===== src/rtl/qtg_pkg.sv =====
// Shared types and constants for the quintic trajectory generator.
// No dependencies; qtg_div, the generator and the testbench import this package.
package qtg_pkg;

  localparam int AXES   = 3;
  localparam int DUR_W  = 16;   // tick counters
  localparam int U_FRAC = 20;   // u is unsigned Q0.20
  localparam int CFG_W  = 24;   // v0 and a0, signed Q8.16
  localparam int COEF_W = 30;   // blend coefficients, Q.17
  localparam int HP_W   = 32;   // Horner accumulator
  localparam int S_W    = 24;   // blend s, signed Q4.20

  localparam logic [DUR_W-1:0] RESET_DURATION = 16'd1000;
  localparam logic signed [CFG_W-1:0] RESET_VEL = 24'sd52429;
  localparam logic signed [CFG_W-1:0] RESET_ACC = 24'sd301466;

  // 10, 15 and 6 in Q.17
  localparam logic signed [COEF_W-1:0] K10 = 30'sd1310720;
  localparam logic signed [COEF_W-1:0] K15 = 30'sd1966080;
  localparam logic signed [COEF_W-1:0] K6  = 30'sd786432;

  localparam logic signed [HP_W+2:0] S_MAX = 35'sd8388607;
  localparam logic signed [HP_W+2:0] S_MIN = -35'sd8388608;

  localparam logic OP_START = 1'b0;
  localparam logic OP_TICK  = 1'b1;

  localparam logic REG_START_VEL = 1'b0;
  localparam logic REG_START_ACC = 1'b1;

  typedef enum logic [2:0] {
    ST_IDLE,
    ST_DIV,
    ST_HORN,
    ST_LERP,
    ST_OUT
  } state_e;

endpackage


===== src/rtl/qtg_div.sv =====
// Bit-serial restoring divider: quotient = floor(num * 2^20 / den), num < den.
// Depends on qtg_pkg.
module qtg_div (
  input  logic                         clk_i,
  input  logic                         rst_ni,
  input  logic                         start_i,
  input  logic [qtg_pkg::DUR_W-1:0]    num_i,
  input  logic [qtg_pkg::DUR_W-1:0]    den_i,
  output logic                         done_o,
  output logic [qtg_pkg::U_FRAC-1:0]   quo_o
);
  import qtg_pkg::*;

  localparam int CW = $clog2(U_FRAC + 1);

  logic [DUR_W-1:0]  rem_q;
  logic [DUR_W-1:0]  den_q;
  logic [U_FRAC-1:0] quo_q;
  logic [CW-1:0]     cnt_q;
  logic              done_q;
  logic [DUR_W:0]    rem2;
  logic              ge;

  always_comb begin
    rem2 = {rem_q, 1'b0};
    ge   = rem2 >= {1'b0, den_q};
  end

  always_ff @(posedge clk_i or negedge rst_ni) begin
    if (!rst_ni) begin
      cnt_q  <= '0;
      done_q <= 1'b0;
    end else if (start_i) begin
      cnt_q  <= CW'(U_FRAC);
      done_q <= 1'b0;
    end else if (cnt_q != '0) begin
      cnt_q  <= cnt_q - CW'(1);
      done_q <= (cnt_q == CW'(1));
    end else begin
      done_q <= 1'b0;
    end
  end

  always_ff @(posedge clk_i) begin
    if (start_i) begin
      rem_q <= num_i;
      den_q <= den_i;
      quo_q <= '0;
    end else if (cnt_q != '0) begin
      rem_q <= ge ? DUR_W'(rem2 - {1'b0, den_q}) : rem2[DUR_W-1:0];
      quo_q <= {quo_q[U_FRAC-2:0], ge};
    end
  end

  assign done_o = done_q;
  assign quo_o  = quo_q;

endmodule


===== src/rtl/qtg_smul.sv =====
// Bit-serial shift-add multiplier: prod = floor(a * b / 2^NB), b unsigned.
// One multiplier bit per cycle; no package dependencies.
module qtg_smul #(
  parameter int AW = 32,
  parameter int NB = 20
) (
  input  logic                 clk_i,
  input  logic                 rst_ni,
  input  logic                 start_i,
  input  logic signed [AW-1:0] a_i,
  input  logic [NB-1:0]        b_i,
  output logic                 done_o,
  output logic signed [AW-1:0] prod_o
);
  localparam int CW = $clog2(NB + 1);

  logic signed [AW-1:0] a_q;
  logic signed [AW-1:0] acc_q;
  logic [NB-1:0]        b_q;
  logic [CW-1:0]        cnt_q;
  logic                 done_q;
  logic signed [AW:0]   sum;

  // floor((acc + bit*a) / 2) each step keeps the overall floor exact
  always_comb begin
    sum = (AW+1)'(acc_q) + (b_q[0] ? (AW+1)'(a_q) : (AW+1)'(0));
  end

  always_ff @(posedge clk_i or negedge rst_ni) begin
    if (!rst_ni) begin
      cnt_q  <= '0;
      done_q <= 1'b0;
    end else if (start_i) begin
      cnt_q  <= CW'(NB);
      done_q <= 1'b0;
    end else if (cnt_q != '0) begin
      cnt_q  <= cnt_q - CW'(1);
      done_q <= (cnt_q == CW'(1));
    end else begin
      done_q <= 1'b0;
    end
  end

  always_ff @(posedge clk_i) begin
    if (start_i) begin
      a_q   <= a_i;
      b_q   <= b_i;
      acc_q <= '0;
    end else if (cnt_q != '0) begin
      acc_q <= sum[AW:1];
      b_q   <= b_q >> 1;
    end
  end

  assign done_o = done_q;
  assign prod_o = acc_q;

endmodule


===== src/rtl/quintic_trajectory_generator.sv =====
// Three-axis quintic trajectory generator. A start transaction (opcode 0) loads positions,
// goals and duration; a tick while idle gives nothing. The final tick loads the goals into
// the result register, from which they go to the output register with done_res_o set, and
// the next transaction is accepted once the output register has been loaded. An interpolated
// tick runs the bit-serial divide of u, then five passes through one bit-serial multiplier for
// the Horner blend, then the per-axis bit-serial lerp multipliers, which run in parallel, and
// then loads the output register; the input is held off until that load. A stalled output
// only holds the input off once a second result is ready. The user must write configuration
// only while no transaction is in flight; the block itself does not enforce this.
module quintic_trajectory_generator #(
  parameter int POS_WIDTH = 32
) (
  input  logic                               clk_i,
  input  logic                               rst_ni,
  input  logic                               cfg_we_i,
  input  logic                               cfg_index_i,
  input  logic [qtg_pkg::CFG_W-1:0]          cfg_wdata_i,
  input  logic                               in_valid_i,
  output logic                               in_stall_o,
  input  logic                               opcode_i,
  input  logic signed [POS_WIDTH-1:0]        axis0_now_i,
  input  logic signed [POS_WIDTH-1:0]        axis1_now_i,
  input  logic signed [POS_WIDTH-1:0]        axis2_now_i,
  input  logic signed [POS_WIDTH-1:0]        axis0_goal_i,
  input  logic signed [POS_WIDTH-1:0]        axis1_goal_i,
  input  logic signed [POS_WIDTH-1:0]        axis2_goal_i,
  input  logic [qtg_pkg::DUR_W-1:0]          move_ticks_i,
  output logic                               out_valid_o,
  input  logic                               out_stall_i,
  output logic signed [POS_WIDTH-1:0]        axis0_cmd_o,
  output logic signed [POS_WIDTH-1:0]        axis1_cmd_o,
  output logic signed [POS_WIDTH-1:0]        axis2_cmd_o,
  output logic                               done_res_o
);
  import qtg_pkg::*;

  localparam int PW    = POS_WIDTH;
  localparam int DW    = PW + 1;   // goal - start
  localparam int SUM_W = PW + 6;
  localparam logic signed [SUM_W-1:0] PMAX = (SUM_W'(1) <<< (PW - 1)) - SUM_W'(1);
  localparam logic signed [SUM_W-1:0] PMIN = -PMAX - SUM_W'(1);

  state_e state_q, state_d;

  logic signed [CFG_W-1:0] vel_q, acc_q;
  logic signed [PW-1:0]    start_q [AXES];
  logic signed [PW-1:0]    goal_q  [AXES];
  logic signed [PW-1:0]    now_in  [AXES];
  logic signed [PW-1:0]    goal_in [AXES];
  logic [DUR_W-1:0]        elapsed_q, dur_q;
  logic                    running_q;

  logic signed [HP_W-1:0]  p_q;
  logic [2:0]              hstep_q;
  logic                    hgo_q, lgo_q;
  logic signed [S_W-1:0]   s_q;

  logic signed [PW-1:0]    res_q [AXES];
  logic                    res_done_q;
  logic signed [PW-1:0]    cmd_q [AXES];
  logic                    done_q, out_valid_q;

  logic in_acc, is_tick, is_final, div_go, out_load;
  logic div_done, hm_done;
  logic [U_FRAC-1:0]      u;
  logic signed [HP_W-1:0] hm_prod;

  logic signed [COEF_W-1:0] v, a, c1, c2, c3, c4, c5, csel;
  logic signed [HP_W-1:0]   p_next;
  logic signed [HP_W+2:0]   p8;
  logic signed [S_W-1:0]    s_next;

  logic signed [DW-1:0]     d      [AXES];
  logic signed [DW-1:0]     l_prod [AXES];
  logic                     l_done [AXES];
  logic signed [SUM_W-1:0]  l_sum  [AXES];
  logic signed [PW-1:0]     l_res  [AXES];
  logic signed [3:0]        s_hi;

  assign now_in[0]  = axis0_now_i;
  assign now_in[1]  = axis1_now_i;
  assign now_in[2]  = axis2_now_i;
  assign goal_in[0] = axis0_goal_i;
  assign goal_in[1] = axis1_goal_i;
  assign goal_in[2] = axis2_goal_i;

  assign in_stall_o = (state_q != ST_IDLE);
  assign in_acc     = in_valid_i && (state_q == ST_IDLE);
  assign is_tick    = (opcode_i == OP_TICK);
  assign is_final   = ({1'b0, elapsed_q} + 17'd1) >= {1'b0, dur_q};
  assign div_go     = in_acc && is_tick && running_q && !is_final;
  assign out_load   = (state_q == ST_OUT) && (!out_valid_q || !out_stall_i);

  // blend coefficients in Q.17 from v0, a0 (Q8.16)
  always_comb begin
    v  = COEF_W'(vel_q);
    a  = COEF_W'(acc_q);
    c1 = v <<< 1;
    c2 = a;
    c3 = K10 - (v <<< 3) - (v <<< 2) - (a <<< 1) - a;
    c4 = -K15 + (v <<< 4) + (a <<< 1) + a;
    c5 = K6 - (v <<< 2) - (v <<< 1) - a;
    case (hstep_q)
      3'd0:    csel = c4;
      3'd1:    csel = c3;
      3'd2:    csel = c2;
      3'd3:    csel = c1;
      default: csel = '0;
    endcase
    p_next = hm_prod + HP_W'(csel);
    p8     = (HP_W+3)'(p_next) <<< 3;
    if (p8 > S_MAX)      s_next = S_W'(S_MAX);
    else if (p8 < S_MIN) s_next = S_W'(S_MIN);
    else                 s_next = S_W'(p8);
  end

  qtg_div u_div (
    .clk_i   (clk_i),
    .rst_ni  (rst_ni),
    .start_i (div_go),
    .num_i   (elapsed_q),
    .den_i   (dur_q),
    .done_o  (div_done),
    .quo_o   (u)
  );

  qtg_smul #(.AW(HP_W), .NB(U_FRAC)) u_horn (
    .clk_i   (clk_i),
    .rst_ni  (rst_ni),
    .start_i (hgo_q),
    .a_i     (p_q),
    .b_i     (u),
    .done_o  (hm_done),
    .prod_o  (hm_prod)
  );

  assign s_hi = s_q[S_W-1:U_FRAC];

  for (genvar k = 0; k < AXES; k++) begin : g_lane
    assign d[k] = DW'(goal_q[k]) - DW'(start_q[k]);

    qtg_smul #(.AW(DW), .NB(U_FRAC)) u_lerp (
      .clk_i   (clk_i),
      .rst_ni  (rst_ni),
      .start_i (lgo_q),
      .a_i     (d[k]),
      .b_i     (s_q[U_FRAC-1:0]),
      .done_o  (l_done[k]),
      .prod_o  (l_prod[k])
    );

    // start + floor(d * s / 2^20), the upper signed digit of s added exactly
    always_comb begin
      l_sum[k] = SUM_W'(start_q[k]) + SUM_W'(l_prod[k]) + SUM_W'(SUM_W'(d[k]) * SUM_W'(s_hi));
      if (l_sum[k] > PMAX)      l_res[k] = PW'(PMAX);
      else if (l_sum[k] < PMIN) l_res[k] = PW'(PMIN);
      else                      l_res[k] = PW'(l_sum[k]);
    end
  end

  always_ff @(posedge clk_i or negedge rst_ni) begin
    if (!rst_ni) state_q <= ST_IDLE;
    else         state_q <= state_d;
  end

  always_comb begin
    state_d = state_q;
    case (state_q)
      ST_IDLE: begin
        if (in_acc && is_tick && running_q) state_d = is_final ? ST_OUT : ST_DIV;
      end
      ST_DIV:  if (div_done) state_d = ST_HORN;
      ST_HORN: if (hm_done && hstep_q == 3'd4) state_d = ST_LERP;
      ST_LERP: if (l_done[0]) state_d = ST_OUT;
      ST_OUT:  if (out_load) state_d = ST_IDLE;
      default: state_d = ST_IDLE;
    endcase
  end

  always_ff @(posedge clk_i or negedge rst_ni) begin
    if (!rst_ni) begin
      vel_q       <= RESET_VEL;
      acc_q       <= RESET_ACC;
      elapsed_q   <= '0;
      dur_q       <= RESET_DURATION;
      running_q   <= 1'b0;
      hgo_q       <= 1'b0;
      lgo_q       <= 1'b0;
      hstep_q     <= '0;
      out_valid_q <= 1'b0;
      for (int k = 0; k < AXES; k++) begin
        start_q[k] <= '0;
        goal_q[k]  <= '0;
      end
    end else begin
      hgo_q <= 1'b0;
      lgo_q <= 1'b0;
      if (cfg_we_i) begin
        if (cfg_index_i == REG_START_VEL) vel_q <= cfg_wdata_i;
        else                              acc_q <= cfg_wdata_i;
      end
      if (in_acc && !is_tick) begin
        for (int k = 0; k < AXES; k++) begin
          start_q[k] <= now_in[k];
          goal_q[k]  <= goal_in[k];
        end
        dur_q     <= move_ticks_i;
        elapsed_q <= '0;
        running_q <= 1'b1;
      end else if (in_acc && running_q) begin
        if (is_final) begin
          elapsed_q <= dur_q;
          running_q <= 1'b0;
        end else begin
          elapsed_q <= elapsed_q + DUR_W'(1);
        end
      end
      if (state_q == ST_DIV && div_done) begin
        hstep_q <= '0;
        hgo_q   <= 1'b1;
      end
      if (state_q == ST_HORN && hm_done) begin
        if (hstep_q == 3'd4) lgo_q <= 1'b1;
        else begin
          hstep_q <= hstep_q + 3'd1;
          hgo_q   <= 1'b1;
        end
      end
      if (out_load)         out_valid_q <= 1'b1;
      else if (!out_stall_i) out_valid_q <= 1'b0;
    end
  end

  // datapath registers without reset
  always_ff @(posedge clk_i) begin
    if (state_q == ST_DIV && div_done) p_q <= HP_W'(c5);
    if (state_q == ST_HORN && hm_done) begin
      p_q <= p_next;
      s_q <= s_next;
    end
    if (in_acc && is_tick && running_q && is_final) begin
      for (int k = 0; k < AXES; k++) res_q[k] <= goal_q[k];
      res_done_q <= 1'b1;
    end
    if (state_q == ST_LERP && l_done[0]) begin
      for (int k = 0; k < AXES; k++) res_q[k] <= l_res[k];
      res_done_q <= 1'b0;
    end
    if (out_load) begin
      for (int k = 0; k < AXES; k++) cmd_q[k] <= res_q[k];
      done_q <= res_done_q;
    end
  end

  assign out_valid_o = out_valid_q;
  assign axis0_cmd_o = cmd_q[0];
  assign axis1_cmd_o = cmd_q[1];
  assign axis2_cmd_o = cmd_q[2];
  assign done_res_o  = done_q;

endmodule


===== config.mk =====
export PLATFORM = sky130hd
export DESIGN_NAME = quintic_trajectory_generator
export DESIGN_NICKNAME = d
export VERILOG_FILES = /design/src/rtl/qtg_pkg.sv /design/src/rtl/qtg_div.sv /design/src/rtl/qtg_smul.sv /design/src/rtl/quintic_trajectory_generator.sv
export SDC_FILE = /design/constraint.sdc
export NUM_CORES = 2
export LEC_CHECK = 0
export BUFFER_PORTS_ARGS = -buffer_cell sky130_fd_sc_hd__buf_2
export CAP_MARGIN = 5
export CORE_ASPECT_RATIO = 0.75
export CORE_MARGIN = 4
export CORE_UTILIZATION = 30
export DETAILED_ROUTE_END_ITERATION = 6
export SLEW_MARGIN = 5
export SYNTH_ARGS = -nofsm -noshare
export SYNTH_HDL_FRONTEND = slang
export SYNTH_SLANG_ARGS = --single-unit

===== constraint.sdc =====
create_clock -name clk_i -period 27.7 [get_ports clk_i]
set_input_delay 2.77 -clock clk_i [delete_from_list [all_inputs] [get_ports clk_i]]
set_output_delay 2.77 -clock clk_i [all_outputs]
set_load 0.02 [all_outputs]

# --- Word-level counts from Yosys, hierarchy flattened ---
# Memory sizes are Yosys's and may differ from the RTL's.
# Index checks and enable logic that the tools add are counted.
op_classes:
  add_sub_neg: 33
  n_mul: 3
  div_mod_pow: 0
  n_lt_le_gt_ge: 10
  n_eq_ne: 17
  n_shift: 0
  muxes: 73
  bitwise_logic: 4
  reduce_logical: 37
op_table:
  columns: ["operator", "count"]
  rows:
  - ["32-bit 2-to-1 mux", 11]
  - ["20-bit 2-to-1 mux", 8]
  - ["30-bit one-hot mux with 4 select lines", 1]
  - ["34-bit by 37-bit adder with 38-bit output", 3]
  - ["38-bit by 32-bit greater-than comparator with 1-bit output (second input constant)", 3]
  - ["38-bit by 32-bit less-than comparator with 1-bit output (second input constant)", 3]
  - ["33-bit by 4-bit multiplier with 37-bit output", 3]
  - ["32-bit by 33-bit adder with 34-bit output", 3]
  - ["33-bit by 34-bit adder with 34-bit output", 3]
  - ["34-bit 2-to-1 mux", 3]
  - ["32-bit by 32-bit subtractor with 33-bit output", 3]
  - ["16-bit 2-to-1 mux", 6]
  - ["5-bit 2-to-1 mux", 10]
  - ["35-bit by 24-bit greater-than comparator with 1-bit output (second input constant)", 1]
  - ["35-bit by 24-bit less-than comparator with 1-bit output (second input constant)", 1]
  - ["17-bit by 16-bit >= comparator with 1-bit output", 2]
  - ["32-bit by 33-bit adder with 33-bit output", 1]
  - ["33-bit 2-to-1 mux", 1]
  - ["32-bit by 30-bit adder with 32-bit output", 1]
  - ["29-bit by 25-bit adder with 30-bit output", 1]
  - ["30-bit by 24-bit adder with 30-bit output", 1]
  - ["29-bit by 25-bit subtractor with 30-bit output", 1]
  - ["30-bit by 24-bit subtractor with 30-bit output", 1]
  - ["22-bit by 28-bit adder with 29-bit output (first input constant)", 1]
  - ["other kinds (31)", 105]
totals:
  regBits: 762
  latch_bits: 0
  ram_bits: 192
  romBits: 0
  inputBits: 239
  output_inout_bits: 99
  elab_cells: 222
  memories: 2
mem_list:
  columns: ["memory", "depth", "width", "read_ports", "rd_ports_with_merged_regs", "wr", "line", "rtl"]
  rows:
  - ["cmd_q", 3, 32, 3, 0, 3, "quintic_trajectory_generator.sv:60", "logic signed [PW-1:0] cmd_q [AXES];"]
  - ["res_q", 3, 32, 3, 0, 3, "quintic_trajectory_generator.sv:58", "logic signed [PW-1:0] res_q [AXES];"]

# --- Depth between registers and ports, before layout ---
depth:
  ltp_word: 8
  ltp_mapped: 35
  ltp_nobuf: 33

# --- Modules after synthesis ---
# From an unflattened synthesis, not the netlist that was laid out.
unflattened:
  hier_cells: 8208
  area_unflattened_um2: 77908.5
by_module_without_submodules:
  columns: ["module", "instances", "cells_per_inst", "area_per_inst_um2", "seq_area_each_um2"]
  rows:
  - ["quintic_trajectory_generator", 1, 5751, 53179.8, 14523.9]
  - ["qtg_smul at g_lane[0].u_lerp ...", 2, 538, 5442.7, 2402.3]
  - ["qtg_smul at g_lane[1].u_lerp", 1, 542, 5444.0, 2402.3]
  - ["qtg_smul at u_horn", 1, 498, 5128.7, 2352.3]
  - ["qtg_div", 1, 341, 3270.6, 1511.4]

# --- Worst setup path after synthesis ---
# OpenSTA, ideal clock, no wires.
synth_timing:
  path_type: "reg2reg"
  from: "register elapsed_q[0]"
  to: "memory res_q[0][0] in the netlist's numbering (enable)"
  setup_time_ps: 683
  t_arrival_ps: 10209
  t_required_ps: 27017
  path_slack_ps: 16807
  path_stages_with_launch: 18
  path_buffers: 2
  period_less_slack_ps: 10893
  path_cell_list: "dfrtp_1 ha_1 nand3_1 nor3_1 nand3_1 nor3_1 nand3_1 xnor2_1 ha_1 nand4_1 nor4_1 nor2_1 o31ai_1 a21o_1 o41ai_1 clkbuf_1 clkbuf_1 o21ai_0"
synth_rtl:
  columns: ["item", "line", "rtl"]
  rows:
  - ["from (decl)", "quintic_trajectory_generator.sv:50", "logic [DUR_W-1:0] elapsed_q, dur_q;"]
  - ["from (signal assigned)", "quintic_trajectory_generator.sv:212", "elapsed_q <= dur_q;"]
  - ["from (signal assigned)", "quintic_trajectory_generator.sv:215", "elapsed_q <= elapsed_q + DUR_W'(1);"]
  - ["to (decl)", "quintic_trajectory_generator.sv:58", null]

==> impl_metrics.yaml <==
status:
  outcome: "finished with violations"
  violations: "DRC"
critical_path:
  crit_top_cell: "fa_1"
  critical_path.endpoint_type: "register"
  critical_path_peak_fanout: 25
  rr_worst_depth: 31
  reg2reg_to: "res_q[0][40]"
  cpMaxStageDelayCell: "a31oi_4"
  cp.required_ns: 28.13
  arrival_ns: 10.60
  endpoint: "res_q[0][40]"
  crit_type: "register to register"
  reg2reg_slack_ns: 17.53
  crit_path_start: "start_q[32]"
  cp_slowest_stage_delay_ns: 1.00
  r2r-start: "start_q[32]"
  cp-start-kind: "register"
timing:
  fin_setup_tns_ns: 0
  setup_viol: 0
  fmax_mhz: 98.4
  period_share_pct: 36.7
  finClkSkew_ns: 0.0420
  tightestPinTransition_ns: 1.25
  relSlewSlack_pct: 15.3
  rsz0062_at_grt: "false"
  final_max_slew_viol_count: 0
  layout_min_cycle_time_ns: 10.17
  final_hold_viol_count: 0
  whs_ns: 0.416
  setup_ws_ns: 17.53
drt:
  totalWireLength_um: 223000
  drc: 9
  via_per_inst: 4.97
  drt_first_iter_violations: 4883
  vias: 58912
  drtPass1Iterations: 7
  antenna_left: 0
  wire_per_inst_um: 18.8
floorplanning:
  die-height_um: 444
  die_x_um: 590
  rows: 159
  pin_count: 338
  fp.coreArea_um2: 251000
  initial_core_util_pct: 30.3
  die-area_um2: 262000
cts:
  htree_levels: 3
  cts_made_buffers: 107
  ctsLongestPathBuffers: 3
  cts_tree: "built"
  clkTransAtPathRegs_ns: 0.07
  cts.sinks: 952
  cts_hold_buffers: 0
  postCtsSetupBuffers: 0
  post_cts_resized: 0
  root_buffer: "clkbuf_16"
  clkLatencyLatePin_ns: 0.76
synthesis:
  synth_ff_type: "edfxtp_1"
  synth.avg_cell_area_um2: 9.37
  syn-num-nets: 9544
  ys.warnings.count: 0
  synth_cell_type_count: 102
  synth-seq-cells: 952
  synth_enable_flop_cells: 490
  syn-instance-count: 8129
  synth-seq-area-share_pct: 33.6
  syn-cell-area_um2: 76100
  synthArstFlopShare_pct: 32.6
hold_path:
  hp-class: "register to register"
grt:
  grt_busiest_layer: "met1"
  grt_usage_pct: 16.7
  grt_pass1_wl_um: 349000
  grtUsageMet3_pct: 2.96
  overflow: 0
  met1_usage_pct: 25.0
  antenna_found_initial: 20
  grt_pass1_vias: 58792
  use_met2_pct: 24.7
  grt_max_degree: 166
finish:
  final_common_cell: "nand2_1"
  nNetsFinal: 9777
  drive_above_1_share_pct: 8.82
  final_cell_mix: "1,002 x nand2_1, 903 x inv_1, 692 x ha_1, 559 x a21oi_1, 490 x edfxtp_1"
  area.growth.synth_to_final_pct: 12.0
  postLayoutCellArea_um2: 85200
placed_design:
  placed_cell_area_um2: 81600
  gp_congestion: 0.923
  pre_cts_ws_ns: 17.64
  port_buffers: 337
  hpwl_um: 170000
run:
  cap_violations: 0
layout make-up:
cell class | instances | area (µm²)
Tap cell | 3381 | 4230
Multi-Input combinational cell | 5991 | 46200
Fill cell | 25661 | 166000
Clock buffer | 142 | 2920
Inverter | 908 | 3410
Antenna cell | 9 | 22.5
Timing Repair Buffer | 402 | 2220
Clock inverter | 62 | 672
Sequential cell | 952 | 25500
through the flow:
stage / instances / utilization (%)
global route: 11839 / 33.9
detailed placement: 11634 / 32.5
finish: 11847 / 33.9
floorplan: 8129 / -
CTS: 11838 / 33.9
global placement: 11634 / 32.5
critical path: cells and delay by family (launching register included):
kind	cells	cell delay [ns]
AO/OA/AOI/OAI	16	4.81
XOR/XNOR	2	0.66
adder cells (fa/ha/maj)	7	2.85
buffers and inverters	2	0.09
flip-flops	1	0.41
AND/OR/NAND/NOR	4	0.98
logic make-up after synthesis:
logic type                 count (synthesis)  share of synthesized area [%]
xor gates and xnor gates                 388                           4.49
muxes                                     88                           1.26
adders and majority gates               1176                           24.1
and+or+nand+nor                         2450                           15.1
AOI/OAI and AO/OA                       1889                           15.6
DFF                                      952                           33.6
buffers and inverters                   1186                           5.91
routing by layer:
metal  part of all wire (%)  vias up  routed length (µm)
li1                       -    28362                   -
met1                     49    28730              110000
met2                     42     1562               93600
met3                    6.5      248               14500
met4                    2.4       10                5420
met5                  0.022        -                  50
registers in the layout (all words and copies together), names as in the netlist, 20 cells and up:
signal                count
g_lane.u_lerp.a_q        99
g_lane.u_lerp.prod_o     99
cmd_q                    96
goal_q                   96
res_q                    96
start_q                  96
g_lane.u_lerp.b_q        60
p_q                      32
u_horn.a_q               32
u_horn.prod_o            32
acc_q                    24
vel_q                    24
s_q                      22
u_div.quo_o              20
u_horn.b_q               20
cell usage after synthesis, drive strengths merged, types with 28 or more instances:
cell type  number  area share, %
nand2        1002            4.9
inv           906            4.5
ha            692             11
a21oi         561            3.7
o21ai         509            3.3
edfxtp        490             19
fa            484             13
nor2          481            2.4
and2          332            2.7
dfrtp         286            9.4
xnor2         264            3.0
clkbuf        240            1.2
a21o          233            2.3
dfxtp         152            4.0
xor2          123            1.4
nor3          108           0.71
nand3         103           0.68
a31oi          82           0.73
nand2b         73           0.60
and3           71           0.59
nor2b          71           0.58
o21bai         67           0.66
mux2           61           0.90
a211oi         59           0.59
nand4          59           0.49
o21a           54           0.53
or3            48           0.39
o22ai          39           0.45
buf            38           0.25
o211ai         31           0.31
o31ai          28           0.29
how the worst min path moves through the flow:
stage	start	to	slack, ns	cells after the start
after floorplan	res_q[0][0]	cmd_q[0][0]	0.40	0
after global placement	p_q[19]	u_horn.a_q[19]	0.40	0
after detailed placement	p_q[10]	u_horn.a_q[10]	0.40	0
after CTS	p_q[6]	u_horn.a_q[6]	0.40	0
after global routing	res_q[0][40]	cmd_q[0][40]	0.42	0
final	p_q[6]	u_horn.a_q[6]	0.42	0
Power is left out: the tool's default activity adds up to more than one toggle a clock period on the data nets, which glitch-free logic cannot reach.
